===== src/hw/rtl/psp_pkg.sv =====
// ============================================================================
// psp_pkg
// Shared widths, codes and helpers for the polar stereographic projector.
// ============================================================================
package psp_pkg;

    localparam int COORD_WIDTH  = 16;                       // block-normalised width
    localparam int IN_W         = 16;                       // Q2.14 input component
    localparam int OUT_W        = 24;                       // Q8.16 plane coordinate
    localparam int PROD_W       = 2 * IN_W;
    localparam int SUM_W        = PROD_W + 2;
    localparam int MAG_W        = PROD_W;
    localparam int MSB_W        = $clog2(MAG_W);
    localparam int AM_W         = COORD_WIDTH - 1;
    localparam int SQ1_W        = 2 * AM_W;
    localparam int SQ_W         = SQ1_W + 2;
    localparam int ROOT_W       = SQ_W / 2;
    localparam int DEN_W        = ROOT_W + 1;
    localparam int NUM_W        = AM_W + DEN_W + 1;         // (m << 17) + den
    localparam int DIV_BITS     = OUT_W + 1;
    localparam int REM_W        = DEN_W + 1;
    localparam int ISQRT_STAGES = ROOT_W;
    localparam int DIV_STAGES   = DIV_BITS + 1;
    localparam int FRONT_STAGES = 7;
    localparam int PIPE_DEPTH   = FRONT_STAGES + ISQRT_STAGES + 1 + DIV_STAGES + 1;

    localparam int ROW_W        = 3 * IN_W;
    localparam int PDATA_W      = 64;
    localparam int PADDR_W      = 5;

    localparam logic [1:0] REG_ROW0 = 2'd0;
    localparam logic [1:0] REG_ROW1 = 2'd1;
    localparam logic [1:0] REG_ROW2 = 2'd2;
    localparam logic [1:0] REG_POLE = 2'd3;

    localparam logic [ROW_W-1:0] ROW0_RESET = ROW_W'(16384);
    localparam logic [ROW_W-1:0] ROW1_RESET = ROW_W'(16384) << IN_W;
    localparam logic [ROW_W-1:0] ROW2_RESET = ROW_W'(16384) << (2 * IN_W);

    localparam logic [1:0] STAT_OK   = 2'd0;
    localparam logic [1:0] STAT_SAT  = 2'd1;
    localparam logic [1:0] STAT_ZERO = 2'd2;

    localparam logic [OUT_W-1:0] OUT_MAX = {1'b0, {(OUT_W-1){1'b1}}};
    localparam logic [OUT_W-1:0] OUT_MIN = {1'b1, {(OUT_W-1){1'b0}}};

    typedef struct packed {
        logic [DIV_BITS-1:0] q;
        logic                neg;
        logic                ovf;
        logic                zn;
    } div_out_t;

    typedef struct packed {
        logic [OUT_W-1:0] val;
        logic             sat;
    } fmt_t;

    typedef struct packed {
        logic [2:0][AM_W-1:0] am;
        logic [2:0]           sgn;
        logic                 zero;
    } side_t;

    function automatic logic [MSB_W-1:0] msb_pos(input logic [MAG_W-1:0] v);
        logic [MSB_W-1:0] p;
        p = '0;
        for (int i = 0; i < MAG_W; i++)
        begin
            if (v[i])
                p = MSB_W'(i);
        end
        return p;
    endfunction

    // Format the rounded quotient as signed Q8.16 with saturation
    function automatic fmt_t fmt_quot(input div_out_t d);
        fmt_t r;
        logic [DIV_BITS-1:0] neg_q;
        neg_q = '0 - d.q;
        r.sat = 1'b0;
        r.val = '0;
        if (d.zn)
            r.val = '0;
        else if (d.ovf)
        begin
            r.sat = 1'b1;
            r.val = d.neg ? OUT_MIN : OUT_MAX;
        end
        else if (!d.neg)
        begin
            if (d.q > {1'b0, OUT_MAX})
            begin
                r.sat = 1'b1;
                r.val = OUT_MAX;
            end
            else
                r.val = d.q[OUT_W-1:0];
        end
        else
        begin
            // magnitude limit 2^23 on the negative side
            if (d.q > {2'b01, {(OUT_W-1){1'b0}}})
            begin
                r.sat = 1'b1;
                r.val = OUT_MIN;
            end
            else
                r.val = neg_q[OUT_W-1:0];
        end
        return r;
    endfunction

endpackage


===== src/hw/rtl/psp_div.sv =====
// ============================================================================
// psp_div
// Pipelined restoring divider: round((m << 16) / den), one bit per stage after the first.
// ============================================================================
module psp_div
    import psp_pkg::*;
(
    input  logic             clk,
    input  logic             adv,
    input  logic [AM_W-1:0]  num,
    input  logic             neg,
    input  logic [DEN_W-1:0] den,
    output div_out_t         res
);

    localparam int HI_W = NUM_W - DIV_BITS;

    logic [REM_W-1:0]    rem_reg [DIV_STAGES];
    logic [DIV_BITS-1:0] nr_reg  [DIV_STAGES];
    logic [REM_W-1:0]    d_reg   [DIV_STAGES];
    logic [DIV_BITS-1:0] q_reg   [DIV_STAGES];
    logic                neg_reg [DIV_STAGES];
    logic                ovf_reg [DIV_STAGES];
    logic                zn_reg  [DIV_STAGES];

    logic [NUM_W-1:0] n_full;
    logic [REM_W-1:0] d_full;
    logic [HI_W-1:0]  n_hi;
    logic [REM_W:0]   trial [DIV_STAGES];
    logic             ge    [DIV_STAGES];

    // numerator (m << 17) + den, divisor den << 1: rounds half away from zero
    assign n_full = {1'b0, num, {(DEN_W){1'b0}}} + NUM_W'(den);
    assign d_full = {den, 1'b0};
    assign n_hi   = n_full[NUM_W-1:DIV_BITS];

    always_comb
    begin
        for (int s = 0; s < DIV_STAGES; s++)
        begin
            trial[s] = '0;
            ge[s]    = 1'b0;
            if (s > 0)
            begin
                trial[s] = {rem_reg[s-1], nr_reg[s-1][DIV_BITS-1]};
                ge[s]    = trial[s] >= {1'b0, d_reg[s-1]};
            end
        end
    end

    always_ff @(posedge clk)
    begin
        if (adv)
        begin
            rem_reg[0] <= REM_W'(n_hi);
            nr_reg[0]  <= n_full[DIV_BITS-1:0];
            d_reg[0]   <= d_full;
            q_reg[0]   <= '0;
            neg_reg[0] <= neg;
            ovf_reg[0] <= REM_W'(n_hi) >= d_full;
            zn_reg[0]  <= (num == '0);
            for (int s = 1; s < DIV_STAGES; s++)
            begin
                rem_reg[s] <= ge[s] ? trial[s][REM_W-1:0] - d_reg[s-1]
                                    : trial[s][REM_W-1:0];
                nr_reg[s]  <= nr_reg[s-1] << 1;
                d_reg[s]   <= d_reg[s-1];
                q_reg[s]   <= {q_reg[s-1][DIV_BITS-2:0], ge[s]};
                neg_reg[s] <= neg_reg[s-1];
                ovf_reg[s] <= ovf_reg[s-1];
                zn_reg[s]  <= zn_reg[s-1];
            end
        end
    end

    assign res.q   = q_reg[DIV_STAGES-1];
    assign res.neg = neg_reg[DIV_STAGES-1];
    assign res.ovf = ovf_reg[DIV_STAGES-1];
    assign res.zn  = zn_reg[DIV_STAGES-1];

endmodule


===== config.mk =====
export PLATFORM = sky130hd
export DESIGN_NAME = psp_div
export DESIGN_NICKNAME = d
export VERILOG_FILES = /design/src/hw/rtl/psp_pkg.sv /design/src/hw/rtl/psp_div.sv
export SDC_FILE = /design/constraint.sdc
export NUM_CORES = 2
export LEC_CHECK = 0
export ABC_AREA = 1
export BUFFER_PORTS_ARGS = -buffer_cell sky130_fd_sc_hd__buf_2
export CELL_PAD_IN_SITES_DETAIL_PLACEMENT = 1
export CELL_PAD_IN_SITES_GLOBAL_PLACEMENT = 1
export CORE_UTILIZATION = 40
export DETAILED_ROUTE_END_ITERATION = 8
export HOLD_SLACK_MARGIN = 0.15
export PLACE_DENSITY_LB_ADDON = 0.1
export SYNTH_ARGS = -nofsm -noshare
export SYNTH_HDL_FRONTEND = slang
export SYNTH_SLANG_ARGS = --single-unit

===== constraint.sdc =====
create_clock -name clk -period 2.3 [get_ports clk]
set_input_delay 0.575 -clock clk [delete_from_list [all_inputs] [get_ports clk]]
set_output_delay 0.575 -clock clk [all_outputs]
set_load 0.03 [all_outputs]

[Yosys cells after proc, flatten, opt, wreduce, memory -nomap -nowiden]
Memory sizes are Yosys's and may differ from the RTL's.
Cells that the tools add are included.
W data, S select, Z words.
Word-level totals
  memory bits (writable): 2314
  output and inout port bits: 28
  register bits: 0
  input bits: 35
  ROM bits: 0
  memories: 7
  latch bits: 0
Cells by class
  equal/unequal tests: 0
  shift-type cells: 0
  $mul: 0
  bitwise operators: 0
  muxes and demuxes: 27
  div/mod/pow operators: 0
  order comparisons: 26
  reduce and logical (&&, ||, !) cells: 1
  add/subtract/negate cells: 26
Memory list
  nr_reg: depth 26, bits a word 25, read ports 25, clocked after memory_dff 0, wr ports 26, line psp_div.sv:19  | logic [DIV_BITS-1:0] nr_reg [DIV_STAGES];
  q_reg: depth 26, bits a word 25, read ports 26, clocked after memory_dff 0, wr ports 26, line psp_div.sv:21  | logic [DIV_BITS-1:0] q_reg [DIV_STAGES];
  d_reg: depth 26, bits a word 18, read ports 25, clocked after memory_dff 0, wr ports 26, line psp_div.sv:20  | logic [REM_W-1:0] d_reg [DIV_STAGES];
  rem_reg: depth 26, bits a word 18, read ports 25, clocked after memory_dff 0, wr ports 26, line psp_div.sv:18  | logic [REM_W-1:0] rem_reg [DIV_STAGES];
  neg_reg: depth 26, bits a word 1, read ports 26, clocked after memory_dff 0, wr ports 26, line psp_div.sv:22  | logic neg_reg [DIV_STAGES];
  ovf_reg: depth 26, bits a word 1, read ports 26, clocked after memory_dff 0, wr ports 26, line psp_div.sv:23  | logic ovf_reg [DIV_STAGES];
  +1 memories
Operator list (number)
  $ge A19 B18 Y1: 25
  $mux W18: 25
  $sub A18 B18 Y18: 25
  $add A32 B17 Y33: 1
  $ge A8 B18 Y1: 1
  $logic_not A15 Y1: 1
  $mux W1: 2

[Longest topological paths before layout]
An unclocked memory read counts as a cell.
  word-level depth: 3
  gate-level depth with buffers: 15

[Worst setup path before layout]
Ideal clock, no wire load.
  path kind: reg2reg
  start: mem d_reg[23][1] (netlist bit)
  end: mem rem_reg[1][154] (netlist bit), data pin
  library setup time: 252 ps
  setup slack: 158 ps
  period minus slack after synthesis: 2142 ps
  data arrival time: 1890 ps
  required time: 2048 ps
  cell stages (with the launch flop): 14
  cell sequence: edfxtp_1 -> ha_1 -> fa_1 -> inv_1 -> nand2_1 -> nand2_1 -> nand3_1 -> nand2_1 -> nand2_1 -> nand2_1 -> nand2_4 -> buf_2 -> nand3_1 -> nand2_1
RTL lines (line)
  start: declaration: psp_div.sv:20
  end: declaration: psp_div.sv:18

==> reports/qor.yml <==
timing:
  layout_setup_ws_ns: -0.0128
  worstMarginPinSlew_ns: 0.579
  drv_slew: 0
  fmax_ghz: 0.432
  setup-violations-final: 3
  hold_viol_final: 0
  fin_crit_ns: 2.31
  skew_ns: 0.0486
  min_period_over_period_pct: 101
  rsz0062_at_grt: "true"
  slew-limit-headroom_pct: 61.4
cells_and_area:
  drive_above_1_share_pct: 20.1
  stdcell_area_um2: 90800
  final_cells: 11700
  largest_register_ffs: 439
  fin_util_pct: 50.9
  final_nets: 9695
  areaGrowthSynthToFinish_pct: 26.4
  antenna_cells: 0
route:
  via_per_inst: 4.84
  wl_per_cell_um: 18.1
  drc_errors: 0
  antenna_left: 0
  routed_wl_mm: 211
  dr.pass1.iters: 5
  drt_iter0_drc: 2637
  vias: 56600
clock_network:
  clk_pin_slew_ns: 0.06
  numCtsBuffers: 148
  clockBufferDepth: 3
  cts_sinks: 1287
  clock_latency_ns: 0.85
  cts_root_buf: "clkbuf_16"
  h-tree-depth: 4
  cts_tree: "yes"
global_routing:
  grt_max_degree: 80
  antenna_found_initial: 1
  grt_pass1_wl_mm: 323
  grt_pass1_vias: 59400
  overflow: 0
  grt_usage_pct: 22.8
synthesis:
  synth.most_common_cell: "nand2_1"
  async_reset_ff_share_pct: 0
  synth_nets: 8571
  yosys_warnings: 0
  synth_area_leader_cell: "edfxtp_1"
  syn_inst: 8092
  synthDistinctLibCells: 36
  synth_top_area_share_pct: 53.8
  synth-edff-count: 1287
  ys_seq_area_share_pct: 53.8
  synthTopCellsByArea: "edfxtp_1 (54%), nand2_1 (16%), inv_1 (8.2%), ha_1 (7.3%), nand3_1 (5.1%)"
  ys_ff_latch: 1287
  syn_avg_cell_area_um2: 8.88
  netlist_top_cells_count: "nand2_1 (2989), inv_1 (1568), edfxtp_1 (1287)"
  synth_top_flop_cell: "edfxtp_1"
  synth_area_um2: 71900
pwr:
  switching_share_pct: 40.4
  pwr-share-comb_pct: 47.5
  p_int_mw: 68.4
  power_density_nw_per_um2: 1260
  power_frac_seq_pct: 31.8
  switching_power_mw: 46.4
  power_frac_clock_pct: 20.6
  ir_worst_vdd_v: 0.000708
  leakage_nw: 44.7
die:
  die_area_um2: 181000
  ios: 63
  die_y_um: 426
  start_util_pct: 40.3
  rows: 155
  coreArea_um2: 178000
  die_x_um: 426
setup_path:
  start_kind: "register"
  critical_path_required_ns: 2.90
  crit_arrival_ns: 2.91
  worstSetupPathType: "reg2reg"
  crit_path_end_kind: "register"
  r2r_slack_ns: -0.01
  path_max_fanout: 6
place:
  dp_cells: 11200
  place_area_um2: 80900
  hpwlAfterDp_mm: 161
  gp_congestion: 0.890
  pre_cts_ws_ns: -0.246
  io_buffers: 62
run:
  maxCapViolCount: 0
status:
  violations: "negative setup slack"
  outcome: "finished, violations left"
worst_hold_path:
  min_path_type: "reg2reg"
==> area by class of cell <==
| type | instances | area, µm² |
|---|---|---|
| clock buffers | 170 | 3790 |
| clock inverters | 94 | 1130 |
| fillers | 20600 | 87600 |
| inverters | 1594 | 5980 |
| multi-input cells | 5150 | 29500 |
| flip-flops and latches | 1287 | 38600 |
| well taps | 2355 | 2950 |
| repair buffers | 1035 | 8840 |
==> per-layer routing <==
| layer | wire, µm | track usage (%) | vias to the layer above | share of wire (%) |
|---|---|---|---|---|
| met5 | 13 | 0 | - | 0.0062 |
| met4 | 5460 | 6.42 | 2 | 2.6 |
| met3 | 5610 | 2.71 | 301 | 2.7 |
| met2 | 109000 | 41.4 | 710 | 51 |
| met1 | 91400 | 28.2 | 27500 | 43 |
| li1 | - | - | 28100 | - |
==> logic make-up (layout without fill, tap and decap cells) <==
family          Yosys count  in the layout  synth area share, %
simple gates           4270           4282                 25.3
buf+inv                1667           2893                 9.13
flops                  1287           1287                 53.8
fa+ha+maj               444            444                 7.98
compound gates          256            256                 1.80
xor+xnor                168            168                 2.05
==> power groups by stage <==
stage | Combinational, mW | Sequential (mW) | Clock (mW)
3_5_place_dp | 48.9 | 36.6 | 0
5_1_grt | 61.1 | 36.9 | 25.2
2_1_floorplan | 31.2 | 34.5 | 0
6_report | 54.6 | 36.5 | 23.7
4_1_cts | 50.7 | 36.2 | 24.4
3_3_place_gp | 47.3 | 36.5 | 0
==> stage by stage <==
step	hold WS (ns)	setup TNS, ns	power [mW]
2_1_floorplan	0.400	0	65.7
3_3_place_gp	0.400	-12.25	83.9
3_5_place_dp	0.405	-28.49	85.5
4_1_cts	0.377	0	111
5_1_grt	0.417	-3.76	123
6_report	0.414	-0.0247	115
==> cells in the final DEF, fill, tap and decap left out, types with 67 or more instances in the layout <==
master / Yosys / final
a21oi_1: 238 / 226
ha_4: 0 / 89
nand3_2: 1 / 74
edfxtp_1: 1287 / 1287
nand2_1: 2989 / 2833
buf_12: 0 / 67
buf_4: 26 / 831
inv_1: 1568 / 1539
ha_1: 420 / 294
xor2_1: 120 / 120
nor2_1: 253 / 225
nand3_1: 739 / 661
clkbuf_16: 0 / 156
nand2_2: 38 / 167
==> critical path: stages, from the launching register on <==
cell and delay (ns):
edfxtp_1 0.46, ha_4 0.22, fa_2 0.37, inv_2 0.07, nand2_2 0.05, nand2_2 0.09
nand3_2 0.08, nand2_2 0.11, nand2_2 0.07, nand2_2 0.09, nand2_4 0.12, clkbuf_16 0.20
nand3_1 0.10, nand2_1 0.06
==> repair_timing <==
item                                   4_1_cts  5_1_grt
hold buffers                                34        0
cloned                                       7       14
setup endpoints to repair                  372      404
endpoints found under the hold margin       40        0
pin swaps                                   36      161
resized for setup                          136      489
buffers inserted                            65      112
==> final timing paths <==
kind | startpoint | endpoint | cells after the start
setup / recovery | d_reg[17][1]$_DFFE_PP_ | rem_reg[1][44]$_DFFE_PP_ | 13
hold / removal | zn_reg[20]$_DFFE_PP_ | zn_reg[21]$_DFFE_PP_ | 0
setup reg to reg | d_reg[17][1]$_DFFE_PP_ | rem_reg[1][44]$_DFFE_PP_ | 13
hold reg to reg | zn_reg[20]$_DFFE_PP_ | zn_reg[21]$_DFFE_PP_ | 0
(Power assumes the default switching activity.)
