$ cat src/hw/rtl/psp_pkg.sv
// ============================================================================
// psp_pkg
// Shared widths, codes and helpers for the polar stereographic projector.
// ============================================================================
package psp_pkg;

    localparam int COORD_WIDTH  = 16;                       // block-normalised width
    localparam int IN_W         = 16;                       // Q2.14 input component
    localparam int OUT_W        = 24;                       // Q8.16 plane coordinate
    localparam int PROD_W       = 2 * IN_W;
    localparam int SUM_W        = PROD_W + 2;
    localparam int MAG_W        = PROD_W;
    localparam int MSB_W        = $clog2(MAG_W);
    localparam int AM_W         = COORD_WIDTH - 1;
    localparam int SQ1_W        = 2 * AM_W;
    localparam int SQ_W         = SQ1_W + 2;
    localparam int ROOT_W       = SQ_W / 2;
    localparam int DEN_W        = ROOT_W + 1;
    localparam int NUM_W        = AM_W + DEN_W + 1;         // (m << 17) + den
    localparam int DIV_BITS     = OUT_W + 1;
    localparam int REM_W        = DEN_W + 1;
    localparam int ISQRT_STAGES = ROOT_W;
    localparam int DIV_STAGES   = DIV_BITS + 1;
    localparam int FRONT_STAGES = 7;
    localparam int PIPE_DEPTH   = FRONT_STAGES + ISQRT_STAGES + 1 + DIV_STAGES + 1;

    localparam int ROW_W        = 3 * IN_W;
    localparam int PDATA_W      = 64;
    localparam int PADDR_W      = 5;

    localparam logic [1:0] REG_ROW0 = 2'd0;
    localparam logic [1:0] REG_ROW1 = 2'd1;
    localparam logic [1:0] REG_ROW2 = 2'd2;
    localparam logic [1:0] REG_POLE = 2'd3;

    localparam logic [ROW_W-1:0] ROW0_RESET = ROW_W'(16384);
    localparam logic [ROW_W-1:0] ROW1_RESET = ROW_W'(16384) << IN_W;
    localparam logic [ROW_W-1:0] ROW2_RESET = ROW_W'(16384) << (2 * IN_W);

    localparam logic [1:0] STAT_OK   = 2'd0;
    localparam logic [1:0] STAT_SAT  = 2'd1;
    localparam logic [1:0] STAT_ZERO = 2'd2;

    localparam logic [OUT_W-1:0] OUT_MAX = {1'b0, {(OUT_W-1){1'b1}}};
    localparam logic [OUT_W-1:0] OUT_MIN = {1'b1, {(OUT_W-1){1'b0}}};

    typedef struct packed {
        logic [DIV_BITS-1:0] q;
        logic                neg;
        logic                ovf;
        logic                zn;
    } div_out_t;

    typedef struct packed {
        logic [OUT_W-1:0] val;
        logic             sat;
    } fmt_t;

    typedef struct packed {
        logic [2:0][AM_W-1:0] am;
        logic [2:0]           sgn;
        logic                 zero;
    } side_t;

    function automatic logic [MSB_W-1:0] msb_pos(input logic [MAG_W-1:0] v);
        logic [MSB_W-1:0] p;
        p = '0;
        for (int i = 0; i < MAG_W; i++)
        begin
            if (v[i])
                p = MSB_W'(i);
        end
        return p;
    endfunction

    // Format the rounded quotient as signed Q8.16 with saturation
    function automatic fmt_t fmt_quot(input div_out_t d);
        fmt_t r;
        logic [DIV_BITS-1:0] neg_q;
        neg_q = '0 - d.q;
        r.sat = 1'b0;
        r.val = '0;
        if (d.zn)
            r.val = '0;
        else if (d.ovf)
        begin
            r.sat = 1'b1;
            r.val = d.neg ? OUT_MIN : OUT_MAX;
        end
        else if (!d.neg)
        begin
            if (d.q > {1'b0, OUT_MAX})
            begin
                r.sat = 1'b1;
                r.val = OUT_MAX;
            end
            else
                r.val = d.q[OUT_W-1:0];
        end
        else
        begin
            // magnitude limit 2^23 on the negative side
            if (d.q > {2'b01, {(OUT_W-1){1'b0}}})
            begin
                r.sat = 1'b1;
                r.val = OUT_MIN;
            end
            else
                r.val = neg_q[OUT_W-1:0];
        end
        return r;
    endfunction

endpackage

$ cat src/hw/rtl/psp_isqrt.sv
// ============================================================================
// psp_isqrt
// Pipelined floor integer square root, one result bit per stage.
// ============================================================================
module psp_isqrt
    import psp_pkg::*;
(
    input  logic              clk,
    input  logic              adv,
    input  logic [SQ_W-1:0]   sq,
    output logic [ROOT_W-1:0] root
);

    logic [SQ_W-1:0] v_reg   [ISQRT_STAGES];
    logic [SQ_W-1:0] res_reg [ISQRT_STAGES];
    logic [SQ_W-1:0] v_in    [ISQRT_STAGES];
    logic [SQ_W-1:0] res_in  [ISQRT_STAGES];
    logic [SQ_W-1:0] bitv    [ISQRT_STAGES];
    logic [SQ_W:0]   trial   [ISQRT_STAGES];

    always_comb
    begin
        for (int k = 0; k < ISQRT_STAGES; k++)
        begin
            v_in[k]   = (k == 0) ? sq : v_reg[(k == 0) ? 0 : k - 1];
            res_in[k] = (k == 0) ? '0 : res_reg[(k == 0) ? 0 : k - 1];
            bitv[k]   = SQ_W'(1) << (SQ_W - 2 - 2 * k);
            trial[k]  = {1'b0, res_in[k]} + {1'b0, bitv[k]};
        end
    end

    always_ff @(posedge clk)
    begin
        if (adv)
        begin
            for (int k = 0; k < ISQRT_STAGES; k++)
            begin
                if ({1'b0, v_in[k]} >= trial[k])
                begin
                    v_reg[k]   <= v_in[k] - trial[k][SQ_W-1:0];
                    res_reg[k] <= (res_in[k] >> 1) + bitv[k];
                end
                else
                begin
                    v_reg[k]   <= v_in[k];
                    res_reg[k] <= res_in[k] >> 1;
                end
            end
        end
    end

    assign root = res_reg[ISQRT_STAGES-1][ROOT_W-1:0];

endmodule

$ cat config.mk
export PLATFORM = sky130hd
export DESIGN_NAME = psp_isqrt
export DESIGN_NICKNAME = d
export VERILOG_FILES = /design/src/hw/rtl/psp_pkg.sv /design/src/hw/rtl/psp_isqrt.sv
export SDC_FILE = /design/constraint.sdc
export NUM_CORES = 1
export LEC_CHECK = 0
export BUFFER_PORTS_ARGS = -buffer_cell sky130_fd_sc_hd__buf_2
export CAP_MARGIN = 20
export CORE_ASPECT_RATIO = 1.5
export CORE_MARGIN = 8
export CORE_UTILIZATION = 55
export CTS_CLUSTER_DIAMETER = 30
export DETAILED_ROUTE_END_ITERATION = 8
export PLACE_DENSITY = 0.79
export SYNTH_ARGS = -nofsm -noshare
export SYNTH_HDL_FRONTEND = slang
export SYNTH_SLANG_ARGS = --single-unit
$ cat constraint.sdc
create_clock -name clk -period 2.8 [get_ports clk]
set_clock_uncertainty 0.15 [all_clocks]
set_input_delay 0 -clock clk [delete_from_list [all_inputs] [get_ports clk]]
set_output_delay 0 -clock clk [all_outputs]
set_load 0.01 [all_outputs]
**Word-level counts from Yosys, hierarchy flattened**

Memories as Yosys holds them, arrays and structs flattened.
Index checks and enable logic that the tools add are counted.

- Flip-flop bits (word level): 0
- Latch bits: 0
- Memory bits (writable): 1,024
- Memory bits (read-only): 0
- Input port bits: 34
- Word-level logic and storage cells: 224
- Memories: 2

Memories:

| name | depth | bits a word | read ports | clocked after memory_dff | write ports | RTL line | RTL |
|---|---|---|---|---|---|---|---|
| res_reg | 16 | 32 | 16 | 0 | 16 | psp_isqrt.sv:15 | `logic [SQ_W-1:0] res_reg [ISQRT_STAGES];` |
| v_reg | 16 | 32 | 15 | 0 | 16 | psp_isqrt.sv:14 | `logic [SQ_W-1:0] v_reg [ISQRT_STAGES];` |

- Add/sub/neg operators: 46
- $mul: 0
- Div/mod/pow operators: 0
- Magnitude comparators: 16
- Equal/unequal tests: 0
- Shifts and indexed selects: 0
- Mux-type cells: 128
- Bitwise gates (word level): 32
- Reduce and logical (&&, ||, !) cells: 0

Operators by type and width:

| cell | count |
|---|---|
| two-way mux 32 bit | 32 |
| greater-or-equal comparator 32 x 33 -> 1 bit | 15 |
| subtractor 32 bit | 15 |
| two-way mux 1 bit | 96 |
| adder 32 x 1 -> 33 bit, second input constant | 1 |
| adder 32 x 11 -> 33 bit, second input constant | 1 |
| adder 32 x 13 -> 33 bit, second input constant | 1 |
| adder 32 x 15 -> 33 bit, second input constant | 1 |
| adder 32 x 17 -> 33 bit, second input constant | 1 |
| adder 32 x 19 -> 33 bit, second input constant | 1 |
| adder 32 x 21 -> 33 bit, second input constant | 1 |
| adder 32 x 23 -> 33 bit, second input constant | 1 |
| adder 32 x 25 -> 33 bit, second input constant | 1 |
| adder 32 x 27 -> 33 bit, second input constant | 1 |
| adder 32 x 29 -> 33 bit, second input constant | 1 |
| adder 32 x 3 -> 33 bit, second input constant | 1 |
| adder 32 x 5 -> 33 bit, second input constant | 1 |
| adder 32 x 7 -> 33 bit, second input constant | 1 |
| adder 32 x 9 -> 33 bit, second input constant | 1 |
| adder 31 x 1 -> 32 bit, second input constant | 1 |
| adder 31 x 11 -> 32 bit, second input constant | 1 |
| adder 31 x 13 -> 32 bit, second input constant | 1 |
| adder 31 x 15 -> 32 bit, second input constant | 1 |
| adder 31 x 17 -> 32 bit, second input constant | 1 |
| other kinds (13) | 44 |

**Logic depth before layout (Yosys ltp)**

Gate-level depths: netlist of run 1.
An unclocked memory read counts as a cell.

- Depth after elaboration: 7
- Mapped depth: 11
- Gate-level depth less buffers: 10

**Worst setup path after synthesis of run 1**

OpenSTA, ideal clock, no wires.

- Path kind: reg-to-reg
- From: memory v_reg[1][14] in the netlist's numbering
- To: memory v_reg[1][60] in the netlist's numbering, data pin
- Arrival time: 2.595 ns
- Required time: 2.383 ns
- Slack: -0.213 ns
- Cell stages (with the launch flop): 10
- Period minus slack after synthesis: 3.013 ns
- Path through: edfxtp_1 -> ha_1 -> nor4b_1 -> nand2_1 -> or3_1 -> a2111oi_2 -> nor3_1 -> or3_1 -> nor4b_2 -> xor2_1

RTL lines:

| what | RTL line |
|---|---|
| start, declared | psp_isqrt.sv:14 |

==> results.yml, run 1 <==
sta:
  max_freq_ghz: 0.3034
  slew_viol_final: 0
  rsz0062_at_grt: "true"
  min_period_ns: 3.296
  setup_viol: 143
  fin_crit_sh_pct: 117.7
  worst_slew_pin_slew_ns: 1.019
  relSlewSlack_pct: 32.08
  setup_ws_ns: -0.4958
  finalHoldViolCount: 0
  setup_tns_ns: -26.81
  holdWs_ns: 0.2021
route:
  wirelength_um: 88590
  drc: 0
  vias: 21852
  postRouteAntennaNets: 0
  dr.pass1.iters: 5
  vias_per_cell: 6.107
  wire_per_inst_um: 24.76
  drtIter0Drc: 1656
pwr:
  power_switching_mw: 8.434
  power_density_mw_per_mm2: 768.2
  switching_share_pct: 27.68
  combPwrFrac_pct: 19.3
  internal-power_mw: 22.03
  p_clk_share_pct: 40.3
  ir_drop_mv: 0.7486
  leakage_nw: 15.37
  seqPwrFrac_pct: 40.4
final_layout:
  multi_input_area_mm2: 0.01194
  syn2layout_area_growth_pct: 36.86
  n_fill_cell: 2686
  fin_nets: 3002
  insertedDiodeCount: 0
  largest_register_ffs: 480
  drive_above_1_share_pct: 33.22
  final_cells: 3578
  stdcell_area_mm2: 0.03966
  regArea_mm2: 0.01850
synthesis:
  synth.area.mux_share_pct: 0.9326
  synth_top_area_share_pct: 63.83
  yosys.cell_types.count: 72
  synthCells: 2242
  ys_ff_latch: 616
  synth.largest_area_cell: "edfxtp_1"
  syn_avg_cell_area_um2: 12.93
  synth-edff-count: 616
  synth_top_family_by_area: "simple AND/OR/NAND/NOR gates"
  yosys.area_share.simple_pct: 11.74
  synthFlopType: "edfxtp_1"
  netlist_area_mm2: 0.02898
  synth_xor_area_share_pct: 5.984
  synth_compound_area_share_pct: 8.134
  yosysWarnings: 0
  ys_async_sr_fraction_pct: 0
  yosys-top-cells-count: "616 x edfxtp_1, 175 x inv_1, 163 x nand2_1"
  yosys.area_share.adder_pct: 6.476
  synth_area_leaders: "edfxtp_1 64%, ha_1 6.5%, xnor2_1 3.7%, inv_1 2.3%, xor2_1 2.2%"
  synth_nets: 2426
  synth-seq-area-share_pct: 63.83
  yosysMostFrequentCell: "edfxtp_1"
worst_setup_path:
  startpoint: "res_reg[1][134]"
  critPathMaxFanout: 3
  cp.arrival_ns: 3.53
  r2r_end: "v_reg[1][184]"
  reg2reg_from: "res_reg[1][134]"
  crit_end: "v_reg[1][184]"
  setup.worst_path.end_class: "flop"
  worst_setup_path_start_kind: "flop"
  crit_type: "flop to flop"
  ff2ff_setup_slack_ns: -0.50
  r2r_cells: 11
  crit_required_ns: 3.03
placed_design:
  placedInstanceArea_mm2: 0.03230
  routabilityCongestion: 0.9460
  hpwlAfterDp_um: 47050
  dpl.cell_count: 3233
  portBuffers: 49
clock_network:
  clock_sinks: 616
  cts_tree: "yes"
  clkTransAtPathRegs_ns: 0.05
  ctsHtreeMaxLevel: 3
  cts_buffers: 95
  worst_skew_pair.late_latency_ns: 0.65
  clk_path_buf_depth: 3
  clock-root-buffer: "clkbuf_16"
global_routing:
  overflow: 0
  first_global_vias: 23035
  grt_pass1_wl_um: 119300
  grt_max_degree: 197
  gr-usage-all-layers_pct: 25.47
  antenna_found_initial: 0
floorplanning:
  core_area_mm2: 0.05232
  pin_count: 50
  die_x_um: 203.4
  initial_core_util_pct: 55.39
  dieHeight_um: 297.1
  rows: 103
  die-area_mm2: 0.06044
flow_run:
  maxCapViolations: 0
run_status:
  outcome: "complete, but fails checks"
  violations: "setup timing"
worst_hold_path:
  hp-class: "primary input to flop"
[logic make-up after synthesis]
group	count (synthesis)
DFF	616
and+or+nand+nor	649
muxes	25
AOI/OAI and AO/OA	383
xor gates and xnor gates	198
adders and majority gates	150
buffers and inverters	221
[power groups by stage]
stage	clock network [mW]	logic (mW)	registers, mW
2_1_floorplan	0	2.71	12.1
3_3_place_gp	0	4.16	12.2
3_5_place_dp	0	4.39	12.3
4_1_cts	12.1	4.97	12.2
5_1_grt	12.7	6.21	12.4
6_report	12.3	5.88	12.3
[per-stage QoR]
step	utilization, %	setup slack [ns]	power [mW]
after floorplan	-	-0.05693	14.83
after global placement	61.74	-0.4379	16.35
after detailed placement	61.74	-0.4649	16.67
after CTS	72.44	-0.3246	29.26
after global routing	75.80	-0.4924	31.29
final	75.80	-0.4958	30.47
[layout by cell type (no fill, tap or decap), types with 15 or more instances in the layout]
master / count
nand4_1: 26
a21oi_1: 86
xor2_1: 73
nor2_1: 98
nand2_1: 132
nand2b_1: 38
o21ai_2: 24
nand3_1: 23
a21o_1: 27
o21a_1: 25
edfxtp_1: 616
nor2b_1: 24
nor3_1: 34
inv_1: 160
o21ai_0: 70
a21oi_2: 21
o21ai_1: 25
buf_4: 348
buf_6: 42
xnor2_1: 118
clkbuf_16: 103
dlygate4sd3_1: 64
nor2_4: 22
buf_2: 48
ha_4: 35
nor4_1: 55
nand2_4: 15
ha_1: 110
[final cells by class]
cell class                      count  share of cell area [%]
Clock buffer                      110                   6.404
Clock inverter                     65                   1.924
Timing Repair inverter              2                 0.05678
Timing Repair Buffer              522                   11.03
Sequential cell                   616                   46.64
Tap cell                          682                   2.151
Multi-Input combinational cell   1405                   30.09
Inverter                          176                   1.704
[how the worst min path moves through the flow]
stage	depth (start not counted)	slack, ns	from	end
CTS	4	0.18	sq[30]	v_reg[0][30]
global placement	1	0.04	sq[17]	v_reg[0][17]
global route	2	0.20	adv	v_reg[1][59]
floorplan	0	-0.05	sq[0]	v_reg[0][0]
detailed placement	1	0.04	sq[15]	v_reg[0][15]
finish	2	0.20	adv	v_reg[1][59]
[per-layer routing]
layer / GRT usage [%] / vias to the layer above / wire length, um
met5: 0 / - / 0
met4: 24.88 / 0 / 10080
met3: 4.620 / 530 / 4372
met1: 19.47 / 10663 / 25420
li1: - / 9507 / -
met2: 50.06 / 1152 / 48720
[critical path: stages, from the launching register on]
cell,delay (ns)
edfxtp_1,0.44
inv_2,0.10
ha_4,0.20
nor2b_4,0.14
o31a_1,0.37
or4_4,0.49
o311ai_4,0.11
a21oi_4,0.13
a2111oi_4,0.39
buf_4,0.23
nand3b_1,0.11
xnor2_1,0.16
[repair_timing]
action                                 CTS  global route
endpoints found under the hold margin  165             0
resized for setup                      260           296
cloned                                   6             4
pin swaps                               85           104
setup buffers                           47            59
hold buffers                            64             0
setup endpoints to repair              172           192
Note: power is estimated with default switching activity, not from simulation.
==> inputs of run 2 (changes only) <==
--- a/config.mk
+++ b/config.mk
@@ -12,7 +12,7 @@
 export CORE_UTILIZATION = 55
 export CTS_CLUSTER_DIAMETER = 30
 export DETAILED_ROUTE_END_ITERATION = 8
-export PLACE_DENSITY = 0.79
+export PLACE_DENSITY = 0.76
 export SYNTH_ARGS = -nofsm -noshare
 export SYNTH_HDL_FRONTEND = slang
 export SYNTH_SLANG_ARGS = --single-unit
==> constraint.sdc (replaced) <==
create_clock -name clk -period 3.8 [get_ports clk]
set_clock_uncertainty 0.15 [all_clocks]
set_input_delay 0 -clock clk [delete_from_list [all_inputs] [get_ports clk]]
set_output_delay 0 -clock clk [all_outputs]
set_load 0.01 [all_outputs]
==> run 2 against run 1 <==
Against the previous run: the flow now finishes without violations; setup slack improved by 0.68 ns; via count decreased by 15%; maximum frequency shrank 8.8%; worst hold slack gained 0.067 ns; non-clock buffer count decreased by 371; combinational power decreased by 54%; global-route usage decreased by 4.9 points.
==> results.yml, run 2 (synthesis gave the netlist of run 1 again) <==
run_status:
  outcome: "complete, no violations"
floorplanning:
  initial_core_util_pct: 55.39
  rows: 103
  dieHeight_um: 297.1
  die_x_um: 203.4
  die-area_mm2: 0.06044
  pin_count: 50
  core_area_mm2: 0.05232
sta:
  max_freq_ghz: 0.2767
  holdWs_ns: 0.2693
  setup_tns_ns: 0
  rsz0062_at_grt: "false"
  setup_ws_ns: 0.1865
  finalHoldViolCount: 0
  slew_viol_final: 0
  min_period_ns: 3.614
  setup_viol: 0
  fin_crit_sh_pct: 95.09
  worst_slew_pin_slew_ns: 0.9809
  relSlewSlack_pct: 34.60
route:
  vias: 18641
  wire_per_inst_um: 19.64
  vias_per_cell: 5.814
  wirelength_um: 62950
  drc: 0
  postRouteAntennaNets: 0
  dr.pass1.iters: 7
  drtIter0Drc: 1133
worst_setup_path:
  r2r_end: "v_reg[1][62]"
  worst_setup_path_start_kind: "flop"
  cp_cell_sequence: "ha_1, nor4b_1, nand2_1, or3_1, a2111oi_2, nor3_2, buf_4, or4b_1, nor3_2, xor2_1"
  crit_type: "flop to flop"
  ff2ff_setup_slack_ns: 0.19
  cp.arrival_ns: 3.83
  reg2reg_from: "v_reg[1][14]"
  critPathMaxFanout: 23
  path_common_cell: "nor3_2"
  max_stage_delay_ns: 0.58
  r2r_cells: 10
  setup.worst_path.end_class: "flop"
  crit_required_ns: 4.01
  crit_slowest_cell: "or4b_1"
global_routing:
  grt_max_degree: 132
  antenna_found_initial: 0
  first_global_vias: 20060
  gr-usage-all-layers_pct: 20.58
  grt_pass1_wl_um: 97680
  overflow: 0
final_layout:
  fin_nets: 2630
  final_cells: 3206
  largest_register_ffs: 480
  syn2layout_area_growth_pct: 17.59
  final_common_cell: "edfxtp_1"
  insertedDiodeCount: 0
  final_cell_mix: "616 x edfxtp_1, 175 x inv_1, 163 x nand2_1"
  n_fill_cell: 3515
  drive_above_1_share_pct: 11.13
  final_util_pct: 65.13
  stdcell_area_mm2: 0.03408
placed_design:
  portBuffers: 49
  hpwlAfterDp_um: 43940
  placedInstanceArea_mm2: 0.03022
  routabilityCongestion: 0.9526
  pre_cts_slack_ns: 0.2532
  dpl.cell_count: 2966
flow_run:
  maxCapViolations: 0
clock_network:
  ctsHtreeMaxLevel: 3
  cts_tree: "yes"
  cts_buffers: 96
  worst_skew_pair.late_latency_ns: 0.63
  clock-root-buffer: "clkbuf_16"
  clk_path_buf_depth: 3
  clock_sinks: 616
  clkTransAtPathRegs_ns: 0.05
pwr:
  ir_drop_mv: 0.5340
  total_power_mw: 20.28
  power_density_mw_per_mm2: 595.1
  leakage_nw: 12.95
worst_hold_path:
  hp-class: "primary input to flop"
  min_to: "v_reg[0][30]"
  hold_depth: 4
  worstHoldStart: "sq[30]"
## run 2: cell types whose count changed in the layout (fill, tap and decap cells not counted), sizes merged
cell | before | now
buf | 455 | 87
bufinv | 14 | 9
clkinvlp | 11 | 15
clkbuf | 113 | 111
inv | 188 | 187
## run 2: worst max-delay path by stage
stage | start | end | slack [ns] | cells past startpoint
after global routing | v_reg[1][134] | v_reg[1][184] | 0.03 | 10
after detailed placement | v_reg[1][14] | v_reg[1][62] | 0.25 | 10
after CTS | v_reg[1][14] | v_reg[1][62] | 0.21 | 10
after global placement | v_reg[1][14] | v_reg[1][60] | 0.40 | 10
after floorplan | v_reg[1][14] | v_reg[1][60] | 0.79 | 9
final | v_reg[1][14] | v_reg[1][62] | 0.19 | 10
## run 2: layout make-up
type	instances	area (um^2)	share of cell area, %
repair buffers	151	1194	3.503
clock inverters	65	669.4	1.964
inverters	176	660.6	1.939
multi-input cells	1405	9659	28.34
flip-flops and latches	616	18500	54.28
well taps	682	853.3	2.504
clock buffers	111	2544	7.464
## run 2: routing by layer
metal	global-route usage, %	vias to the layer above	wire, um
met5	0	-	0
met2	43.16	592	37430
met3	3.650	223	2460
li1	-	8758	-
met4	16.65	0	4965
met1	14.77	9068	18100
## run 2: worst max-delay path, delay by kind of cell (launching register included)
| family | cells | cell delay (ns) |
|---|---|---|
| compound gates | 1 | 0.42 |
| buf+inv | 1 | 0.22 |
| simple gates | 6 | 1.70 |
| xor+xnor | 1 | 0.09 |
| fa+ha+maj | 1 | 0.37 |
| flops | 1 | 0.40 |
## run 2: report_power, final
part	switching, mW	internal, mW	total, mW
sequential	0.534	8.47	9.00
combinational	1.53	1.19	2.72
clock	3.12	5.44	8.56
total	5.18	15.1	20.3
## run 2: repair_timing
item / 4_1_cts / 5_1_grt
setup buffers: 0 / 0
setup endpoints to repair: 0 / 2
hold buffers: 64 / 0
gates resized for setup: 0 / 1
hold endpoints to repair: 119 / 0
